**src/sv/qapd_pkg.sv**
```systemverilog
// Shared types and constants for the attitude PD controller and motor mixer.
package qapd_pkg;

  localparam int ANGLE_W = 16;
  localparam int ERR_W   = 17;
  localparam int DIFF_W  = 18;
  localparam int GAIN_W  = 16;
  localparam int DT_W    = 16;
  localparam int DIVD_W  = ERR_W + DT_W;
  localparam int ACC_W   = 51;
  localparam int CORR_W  = 14;
  localparam int MIX_W   = 19;
  localparam int MOTOR_W = 16;
  localparam int CNT_W   = 6;

  localparam int DIV_STEPS = DIVD_W;
  localparam int MUL_STEPS = GAIN_W;

  localparam int CORR_LIMIT = 6554;
  localparam int MOTOR_FULL = 32768;

  localparam logic signed [ACC_W-1:0]  SUM_HI   = ACC_W'(CORR_LIMIT * 32);
  localparam logic signed [ACC_W-1:0]  SUM_LO   = -SUM_HI;
  localparam logic signed [CORR_W-1:0] CORR_POS = CORR_W'(CORR_LIMIT);
  localparam logic signed [CORR_W-1:0] CORR_NEG = -CORR_POS;

  typedef enum logic [2:0] {
    REG_ROLL_SP  = 3'd0,
    REG_PITCH_SP = 3'd1,
    REG_ROLL_KP  = 3'd2,
    REG_ROLL_KD  = 3'd3,
    REG_PITCH_KP = 3'd4,
    REG_PITCH_KD = 3'd5,
    REG_BASE     = 3'd6
  } reg_idx_t;

  typedef enum logic [2:0] {
    ST_IDLE,
    ST_SETUP,
    ST_DIV,
    ST_MULD,
    ST_MULP,
    ST_SAT,
    ST_MIX
  } state_t;

  typedef struct packed {
    logic signed [ACC_W-1:0] a;
    logic signed [ACC_W-1:0] b;
    logic                    sub;
  } alu_req_t;

endpackage

```
**src/sv/qapd_alu.sv**
```systemverilog
// Shared wide adder and subtractor used for both division and multiplication steps.
module qapd_alu
  import qapd_pkg::*;
(
  input  alu_req_t                req,
  output logic signed [ACC_W-1:0] y
);

  always_comb begin
    if (req.sub) begin
      y = req.a - req.b;
    end else begin
      y = req.a + req.b;
    end
  end

endmodule

```
**src/sv/quad_attitude_pd_mixer.sv**
```systemverilog
// Top level: two-axis attitude PD controller with X motor mixing.
// Per axis, each input word passes through setup, divide, derivative multiply, proportional multiply
// and saturate, then the two axes are mixed; with a zero time step, divide and derivative multiply are skipped.
// A new input word is taken only in idle, after the previous word has been mixed.
// The next input word is taken while a finished output word still waits.
// Synchronous reset restores the register defaults and clears both stored errors.
module quad_attitude_pd_mixer
  import qapd_pkg::*;
(
  input  logic                      clk,
  input  logic                      rst,
  input  logic                      cfg_write,
  input  logic [2:0]                cfg_index,
  input  logic [15:0]               cfg_data,
  input  logic                      in_valid,
  output logic                      in_ready,
  input  logic signed [ANGLE_W-1:0] roll_angle,
  input  logic signed [ANGLE_W-1:0] pitch_angle,
  input  logic [DT_W-1:0]           step_time,
  output logic                      out_valid,
  input  logic                      out_ready,
  output logic [MOTOR_W-1:0]        motor_front_a,
  output logic [MOTOR_W-1:0]        motor_front_b,
  output logic [MOTOR_W-1:0]        motor_rear_a,
  output logic [MOTOR_W-1:0]        motor_rear_b
);

  state_t state, state_next;

  logic signed [ANGLE_W-1:0] roll_sp, pitch_sp;
  logic [GAIN_W-1:0]         roll_kp, roll_kd, pitch_kp, pitch_kd;
  logic [15:0]               base_level;
  logic signed [ERR_W-1:0]   last_roll_err, last_pitch_err;
  logic                      axis;

  logic signed [ANGLE_W-1:0] roll_r, pitch_r;
  logic [DT_W-1:0]           step_r;
  logic signed [ERR_W-1:0]   err_r;
  logic                      neg_r;
  logic [DIVD_W-1:0]         divd;
  logic [DT_W-1:0]           rem;
  logic [DIVD_W-1:0]         quo;
  logic [CNT_W-1:0]          cnt;
  logic signed [ACC_W-1:0]   acc;
  logic signed [ACC_W-1:0]   mcand;
  logic [GAIN_W-1:0]         gshift;
  logic signed [CORR_W-1:0]  roll_adj, pitch_adj;

  alu_req_t                alu_req;
  logic signed [ACC_W-1:0] alu_y;

  logic                      in_acc, out_load;
  logic signed [ERR_W-1:0]   sp_sel, ang_sel, last_sel, err_now;
  logic signed [DIFF_W-1:0]  diff_now;
  logic [ERR_W-1:0]          mag_now;
  logic [GAIN_W-1:0]         kp_sel, kd_sel;
  logic [DT_W:0]             shifted;
  logic                      quo_bit;
  logic [DIVD_W-1:0]         quo_next;
  logic signed [ACC_W-1:0]   err_ext;
  logic signed [CORR_W-1:0]  corr_now;
  logic signed [MIX_W-1:0]   t_ext, cr_ext, cp_ext;

  function automatic logic [MOTOR_W-1:0] motor_clamp(input logic signed [MIX_W-1:0] v);
    if (v < 0) begin
      return '0;
    end else if (v > MIX_W'(MOTOR_FULL)) begin
      return MOTOR_W'(MOTOR_FULL);
    end else begin
      return v[MOTOR_W-1:0];
    end
  endfunction

  qapd_alu u_alu (
    .req (alu_req),
    .y   (alu_y)
  );

  assign in_ready = (state == ST_IDLE);
  assign in_acc   = in_valid && in_ready;
  assign out_load = (state == ST_MIX) && (!out_valid || out_ready);

  // Per-axis operand selection, setup error terms, divide step terms, clamped correction and mix operands.
  always_comb begin
    sp_sel   = axis ? ERR_W'(pitch_sp) : ERR_W'(roll_sp);
    ang_sel  = axis ? ERR_W'(pitch_r) : ERR_W'(roll_r);
    last_sel = axis ? last_pitch_err : last_roll_err;
    kp_sel   = axis ? pitch_kp : roll_kp;
    kd_sel   = axis ? pitch_kd : roll_kd;
    err_now  = sp_sel - ang_sel;
    diff_now = DIFF_W'(err_now) - DIFF_W'(last_sel);
    mag_now  = diff_now[DIFF_W-1] ? ERR_W'(-diff_now) : ERR_W'(diff_now);
    err_ext  = ACC_W'(err_r);
    shifted  = {rem, divd[DIVD_W-1]};
    quo_bit  = !alu_y[ACC_W-1];
    quo_next = {quo[DIVD_W-2:0], quo_bit};
    if (acc > SUM_HI) begin
      corr_now = CORR_POS;
    end else if (acc < SUM_LO) begin
      corr_now = CORR_NEG;
    end else begin
      corr_now = CORR_W'(acc >>> 5);
    end
    t_ext  = MIX_W'({1'b0, base_level});
    cr_ext = MIX_W'(roll_adj);
    cp_ext = MIX_W'(pitch_adj);
  end

  // The adder serves a trial subtraction while dividing and shift-add or shift-subtract while multiplying.
  always_comb begin
    alu_req.a   = acc;
    alu_req.b   = '0;
    alu_req.sub = 1'b0;
    unique case (state)
      ST_DIV: begin
        alu_req.a   = ACC_W'(shifted);
        alu_req.b   = ACC_W'(step_r);
        alu_req.sub = 1'b1;
      end
      ST_MULD, ST_MULP: begin
        alu_req.a   = acc;
        alu_req.b   = gshift[0] ? mcand : '0;
        alu_req.sub = (state == ST_MULD) && neg_r;
      end
      default: begin
        alu_req.a   = acc;
      end
    endcase
  end

  always_ff @(posedge clk) begin
    if (rst) begin
      state <= ST_IDLE;
    end else begin
      state <= state_next;
    end
  end

  always_comb begin
    state_next = state;
    unique case (state)
      ST_IDLE: begin
        if (in_valid) state_next = ST_SETUP;
      end
      ST_SETUP: begin
        state_next = (step_r != '0) ? ST_DIV : ST_MULP;
      end
      ST_DIV: begin
        if (cnt == CNT_W'(DIV_STEPS - 1)) state_next = ST_MULD;
      end
      ST_MULD: begin
        if (cnt == CNT_W'(MUL_STEPS - 1)) state_next = ST_MULP;
      end
      ST_MULP: begin
        if (cnt == CNT_W'(MUL_STEPS - 1)) state_next = ST_SAT;
      end
      ST_SAT: begin
        state_next = axis ? ST_MIX : ST_SETUP;
      end
      ST_MIX: begin
        if (out_load) state_next = ST_IDLE;
      end
      default: begin
        state_next = ST_IDLE;
      end
    endcase
  end

  // Registers, stored errors and handshake state.
  always_ff @(posedge clk) begin
    if (rst) begin
      roll_sp        <= '0;
      pitch_sp       <= '0;
      roll_kp        <= 16'd768;
      roll_kd        <= 16'd128;
      pitch_kp       <= 16'd768;
      pitch_kd       <= 16'd128;
      base_level     <= 16'd16384;
      last_roll_err  <= '0;
      last_pitch_err <= '0;
      axis           <= 1'b0;
      out_valid      <= 1'b0;
    end else begin
      if (cfg_write) begin
        unique case (cfg_index)
          REG_ROLL_SP:  roll_sp    <= cfg_data;
          REG_PITCH_SP: pitch_sp   <= cfg_data;
          REG_ROLL_KP:  roll_kp    <= cfg_data;
          REG_ROLL_KD:  roll_kd    <= cfg_data;
          REG_PITCH_KP: pitch_kp   <= cfg_data;
          REG_PITCH_KD: pitch_kd   <= cfg_data;
          REG_BASE:     base_level <= cfg_data;
          default: ;
        endcase
      end
      if (in_acc) begin
        axis <= 1'b0;
      end else if (state == ST_SAT) begin
        axis <= ~axis;
      end
      if (state == ST_SETUP) begin
        if (axis) begin
          last_pitch_err <= err_now;
        end else begin
          last_roll_err <= err_now;
        end
      end
      if (out_load) begin
        out_valid <= 1'b1;
      end else if (out_ready) begin
        out_valid <= 1'b0;
      end
    end
  end

  // Datapath of the sequencer.
  always_ff @(posedge clk) begin
    if (in_acc) begin
      roll_r  <= roll_angle;
      pitch_r <= pitch_angle;
      step_r  <= step_time;
    end
    case (state)
      ST_SETUP: begin
        err_r  <= err_now;
        neg_r  <= diff_now[DIFF_W-1];
        divd   <= {mag_now, {DT_W{1'b0}}};
        rem    <= '0;
        quo    <= '0;
        cnt    <= '0;
        acc    <= '0;
        mcand  <= ACC_W'(err_now);
        gshift <= kp_sel;
      end
      ST_DIV: begin
        rem  <= quo_bit ? alu_y[DT_W-1:0] : shifted[DT_W-1:0];
        quo  <= quo_next;
        divd <= {divd[DIVD_W-2:0], 1'b0};
        if (cnt == CNT_W'(DIV_STEPS - 1)) begin
          cnt    <= '0;
          mcand  <= ACC_W'(quo_next);
          gshift <= kd_sel;
        end else begin
          cnt <= cnt + 1'b1;
        end
      end
      ST_MULD: begin
        acc <= alu_y;
        if (cnt == CNT_W'(MUL_STEPS - 1)) begin
          cnt    <= '0;
          mcand  <= err_ext;
          gshift <= kp_sel;
        end else begin
          cnt    <= cnt + 1'b1;
          mcand  <= mcand <<< 1;
          gshift <= gshift >> 1;
        end
      end
      ST_MULP: begin
        acc    <= alu_y;
        mcand  <= mcand <<< 1;
        gshift <= gshift >> 1;
        cnt    <= cnt + 1'b1;
      end
      ST_SAT: begin
        if (axis) begin
          pitch_adj <= corr_now;
        end else begin
          roll_adj <= corr_now;
        end
      end
      default: ;
    endcase
    if (out_load) begin
      motor_front_a <= motor_clamp(t_ext + cp_ext + cr_ext);
      motor_front_b <= motor_clamp(t_ext + cp_ext - cr_ext);
      motor_rear_a  <= motor_clamp(t_ext - cp_ext + cr_ext);
      motor_rear_b  <= motor_clamp(t_ext - cp_ext - cr_ext);
    end
  end

  // The partial remainder must stay below the divisor throughout the division.
  a_rem_below_dt: assert property (@(posedge clk) disable iff (rst)
    (state == ST_DIV) |-> (rem < step_r))
    else $error("partial remainder not below time step");

  // The roll and pitch corrections used for mixing stay within the clamp.
  a_corr_limit: assert property (@(posedge clk) disable iff (rst)
    (state == ST_MIX) |-> (roll_adj <= CORR_POS && roll_adj >= CORR_NEG
                           && pitch_adj <= CORR_POS && pitch_adj >= CORR_NEG))
    else $error("correction outside clamp");

  // Mixing a word returns the sequencer to idle with the output word presented.
  a_mix_done: assert property (@(posedge clk) disable iff (rst)
    out_load |=> (out_valid && state == ST_IDLE))
    else $error("mixed word not presented");

  // The front-a and rear-b motor commands never exceed full throttle.
  a_motor_range: assert property (@(posedge clk) disable iff (rst)
    out_valid |-> (motor_front_a <= MOTOR_W'(MOTOR_FULL) && motor_rear_b <= MOTOR_W'(MOTOR_FULL)))
    else $error("motor command above full");

endmodule
```
**config.mk**
```make
export PLATFORM = sky130hd
export DESIGN_NAME = quad_attitude_pd_mixer
export DESIGN_NICKNAME = d
export VERILOG_FILES = /design/src/sv/qapd_pkg.sv /design/src/sv/qapd_alu.sv /design/src/sv/quad_attitude_pd_mixer.sv
export SDC_FILE = /design/constraint.sdc
export NUM_CORES = 1
export LEC_CHECK = 0
export ABC_AREA = 1
export BUFFER_PORTS_ARGS = -buffer_cell sky130_fd_sc_hd__buf_2
export CAP_MARGIN = 20
export CELL_PAD_IN_SITES_DETAIL_PLACEMENT = 1
export CELL_PAD_IN_SITES_GLOBAL_PLACEMENT = 1
export CORE_AREA = 2 2 271 273
export DETAILED_ROUTE_END_ITERATION = 10
export DIE_AREA = 0 0 273 275
export PLACE_DENSITY = 0.87
export REMOVE_ABC_BUFFERS = 1
export SLEW_MARGIN = 10
export SYNTH_ARGS = -nofsm -noshare
export SYNTH_HDL_FRONTEND = slang
export SYNTH_SLANG_ARGS = --single-unit
```
**constraint.sdc**
```tcl
create_clock -name clk -period 7.11 [get_ports clk]
set_input_delay 0.711 -clock clk [delete_from_list [all_inputs] [get_ports clk]]
set_output_delay 0.711 -clock clk [all_outputs]
set_load 0.01 [all_outputs]
```
==> results by group <==
Run status
  • Outcome: completed

Global route
  • Pin count of the biggest net entering global routing: 125
  • Overflow after GRT: 0
  • GRT Util Overall: about 29%
  • Number of global-route vias before repair: 31.7k
  • Global-route wire length before repair: 172 mm
  • Antenna violations before repair: 0

STA
  • Endpoints failing setup: 0
  • Final-report hold violation count: 0
  • Final Critical Period: about 6.1 ns
  • Final worst-path cycle share: 85.2%
  • Slew @ Worst Pin: 0.943 ns
  • Final Skew: 0.0407 ns
  • Fin. max-slew vios: 0
  • Slew HR: 37.2%
  • Max Clk Rate: 0.165 GHz
  • RSZ-0062 raised after global routing: false
  • TNS Setup: 0 ns

Synth
  • Synth Flop Type: edfxtp_1
  • Post-Syn Area per Cell: 7.41 um^2
  • Synth Register Bits: around 500
  • Leading area contributor after synthesis: edfxtp_1
  • Top-count cell post-synth: nand2_1
  • Netlist cell types: 59
  • Synthesis Warnings: 0
  • Post-synthesis sequential area ratio: 39.9%
  • Most instantiated cells after synthesis: 993 x nand2_1, 705 x nor2_1, 601 x inv_1
  • Post-synth top area share: 30.9%
  • Synth area leaders: edfxtp_1 31%, nand2_1 11%, dfxtp_1 9.0%
  • Cell Area, Synth: 33700 um^2
  • Async SR Flop Fraction: 0%
  • Post-Synthesis Cells: 4545
  • EDFF count, synth: 347

Clock tree
  • CTS tree: built
  • # hold bufs at CTS: 0
  • Total CTS buffers: between 50 and 60
  • CTS Sinks: 498
  • Clk Latency, worst-skew pair: 0.65 ns
  • Post-CTS Resized: 0
  • Reg clk slew, reported paths: approximately 0.06 ns
  • H-Tree Depth: 2
  • CTS Buffer Depth: 3
  • Clock Tree Root: clkbuf_16
  • Post CTS Setup Buffer Count: 0

Worst hold path
  • Hold Crit Class: primary input to register

Route
  • Vias post-DR: 31.3k
  • Drt via density: about 5.6
  • Initial drt markers: roughly 2.1k
  • WL per Instance: between 15 and 20 um
  • Routed WL: 109 mm
  • Post-route DRC violation count: 0
  • Post-route ant nets: 0
  • Detailed Routing Iterations Pass 1: 5

Floorplanning
  • Ports: 138
  • Die H: 275 um
  • Starting density of the core: a little under half
  • Chip Width: about 270 um
  • Die ar.: around 75000 um^2
  • Core Rows: 99
  • Core Region: ~72000 um^2

Layout
  • Layout cells sized above 1: 6.99%
  • Area Overhead vs Synth: 10.1%
  • Layout fillers: 9202
  • Post-layout nets: roughly 4.9k
  • ANT cells: 0

Worst setup path
  • Setup CP Type: register to register
  • Setup crit end kind: register
  • CP Max Fanout: 62
  • CP most frequent cell: nand2_1
  • CP max stage cell: dfxtp_4
  • CP Launch Type: register
  • WP data required: 7.50 ns
  • Largest stage delay, worst path: between 0.8 and 0.9 ns
  • CP Data Arrival Time: ~6.4 ns

Place
  • Gpl congestion: 0.941
  • Port-buffer cells: 137
  • Final HPWL DP: ~83 mm

Run
  • Max-cap check violation count: 0
[routing by layer]
metal	wire, um	vias up	GRT usage [%]
li1	-	15100	-
met1	48200	15300	37.6
met2	52700	826	49.8
met3	5150	157	2.91
met4	3040	0	8.23
met5	0	-	0
[state kept, by name (all words and copies together) (netlist names), 16 cells and up]
name	count
pitch_sp	16
gshift	16
last_pitch_err	17
roll_r	16
motor_rear_b	16
motor_front_a	16
step_r	16
rem	16
motor_front_b	16
roll_kp	16
quo	32
pitch_kd	16
pitch_kp	16
mcand	51
roll_kd	16
divd	17
pitch_r	16
acc	51
last_roll_err	17
err_r	17
base_level	16
roll_sp	16
motor_rear_a	16
[stage by stage]
step / area (um^2) / hold slack (ns) / std cells / setup slack (ns) / util [%]
finish: 37100 / 0.247 / 5625 / 1.05 / 51.3
global route: 37100 / 0.225 / 5625 / 0.370 / 51.3
CTS: 37100 / 0.222 / 5621 / 1.08 / 51.2
detailed placement: 35200 / 0.445 / 5517 / 1.10 / 48.6
global placement: 35200 / 0.435 / 5517 / 1.28 / 48.6
floorplan: 33000 / 0.426 / 4394 / -0.445 / -
[critical path: cells and delay by family (launching register included)]
family	cells	cell delay [ns]
AOI/OAI and AO/OA	2	0.42
xor gates and xnor gates	1	0.44
adders and majority gates	2	0.88
buffers and inverters	3	1.08
DFF	1	0.84
and+or+nand+nor	24	2.09
[layout by cell type, fill, tap and decap left out, types with 15 or more instances in the layout]
master     instances
nand3_1          202
o21bai_1          20
a21oi_1          308
mux2i_1           22
nand4_1           61
a21o_1            18
nand2_1          990
xor2_1           126
a211oi_1          23
nand2_2           15
buf_4             29
ha_1             193
o21ai_0          356
nor3_1            38
clkbuf_16         55
a31oi_1           21
dfxtp_1          150
xnor2_1           26
buf_2            137
edfxtp_1         347
nor2_1           703
inv_1            600
[layout make-up]
type	instances	area [um^2]	share of cell area [%]
well taps	959	1200	3.23
clock inverters	38	414	1.12
flip-flops and latches	498	13400	36.2
multi-input cells	3286	17400	46.8
inverters	610	2290	6.18
clock buffers	66	1470	3.96
repair buffers	168	928	2.50
[worst paths after layout]
kind                                 startpoint           to  slack, ns  depth (start not counted)
worst min-delay path            pitch_angle[15]  pitch_r[15]       0.25                          1
worst max register to register             axis     divd[31]       1.05                         32
worst max-delay path                       axis     divd[31]       1.05                         32
worst min register to register       roll_kd[8]   roll_kd[8]       0.45                          2
[kinds of logic (layout without fill, tap and decap cells)]
group	count (synthesis)	after routing	synth area share (%)
AO/OA/AOI/OAI	829	829	13.6
XOR/XNOR	152	152	3.95
adder cells (fa/ha/maj)	202	202	7.70
buffers and inverters	761	882	8.74
flip-flops	498	498	39.9
multiplexers	22	22	0.654
AND/OR/NAND/NOR	2081	2081	25.5
Power is left out: the tool's default activity adds up to more than one toggle a clock period on the data nets, which glitch-free logic cannot reach.
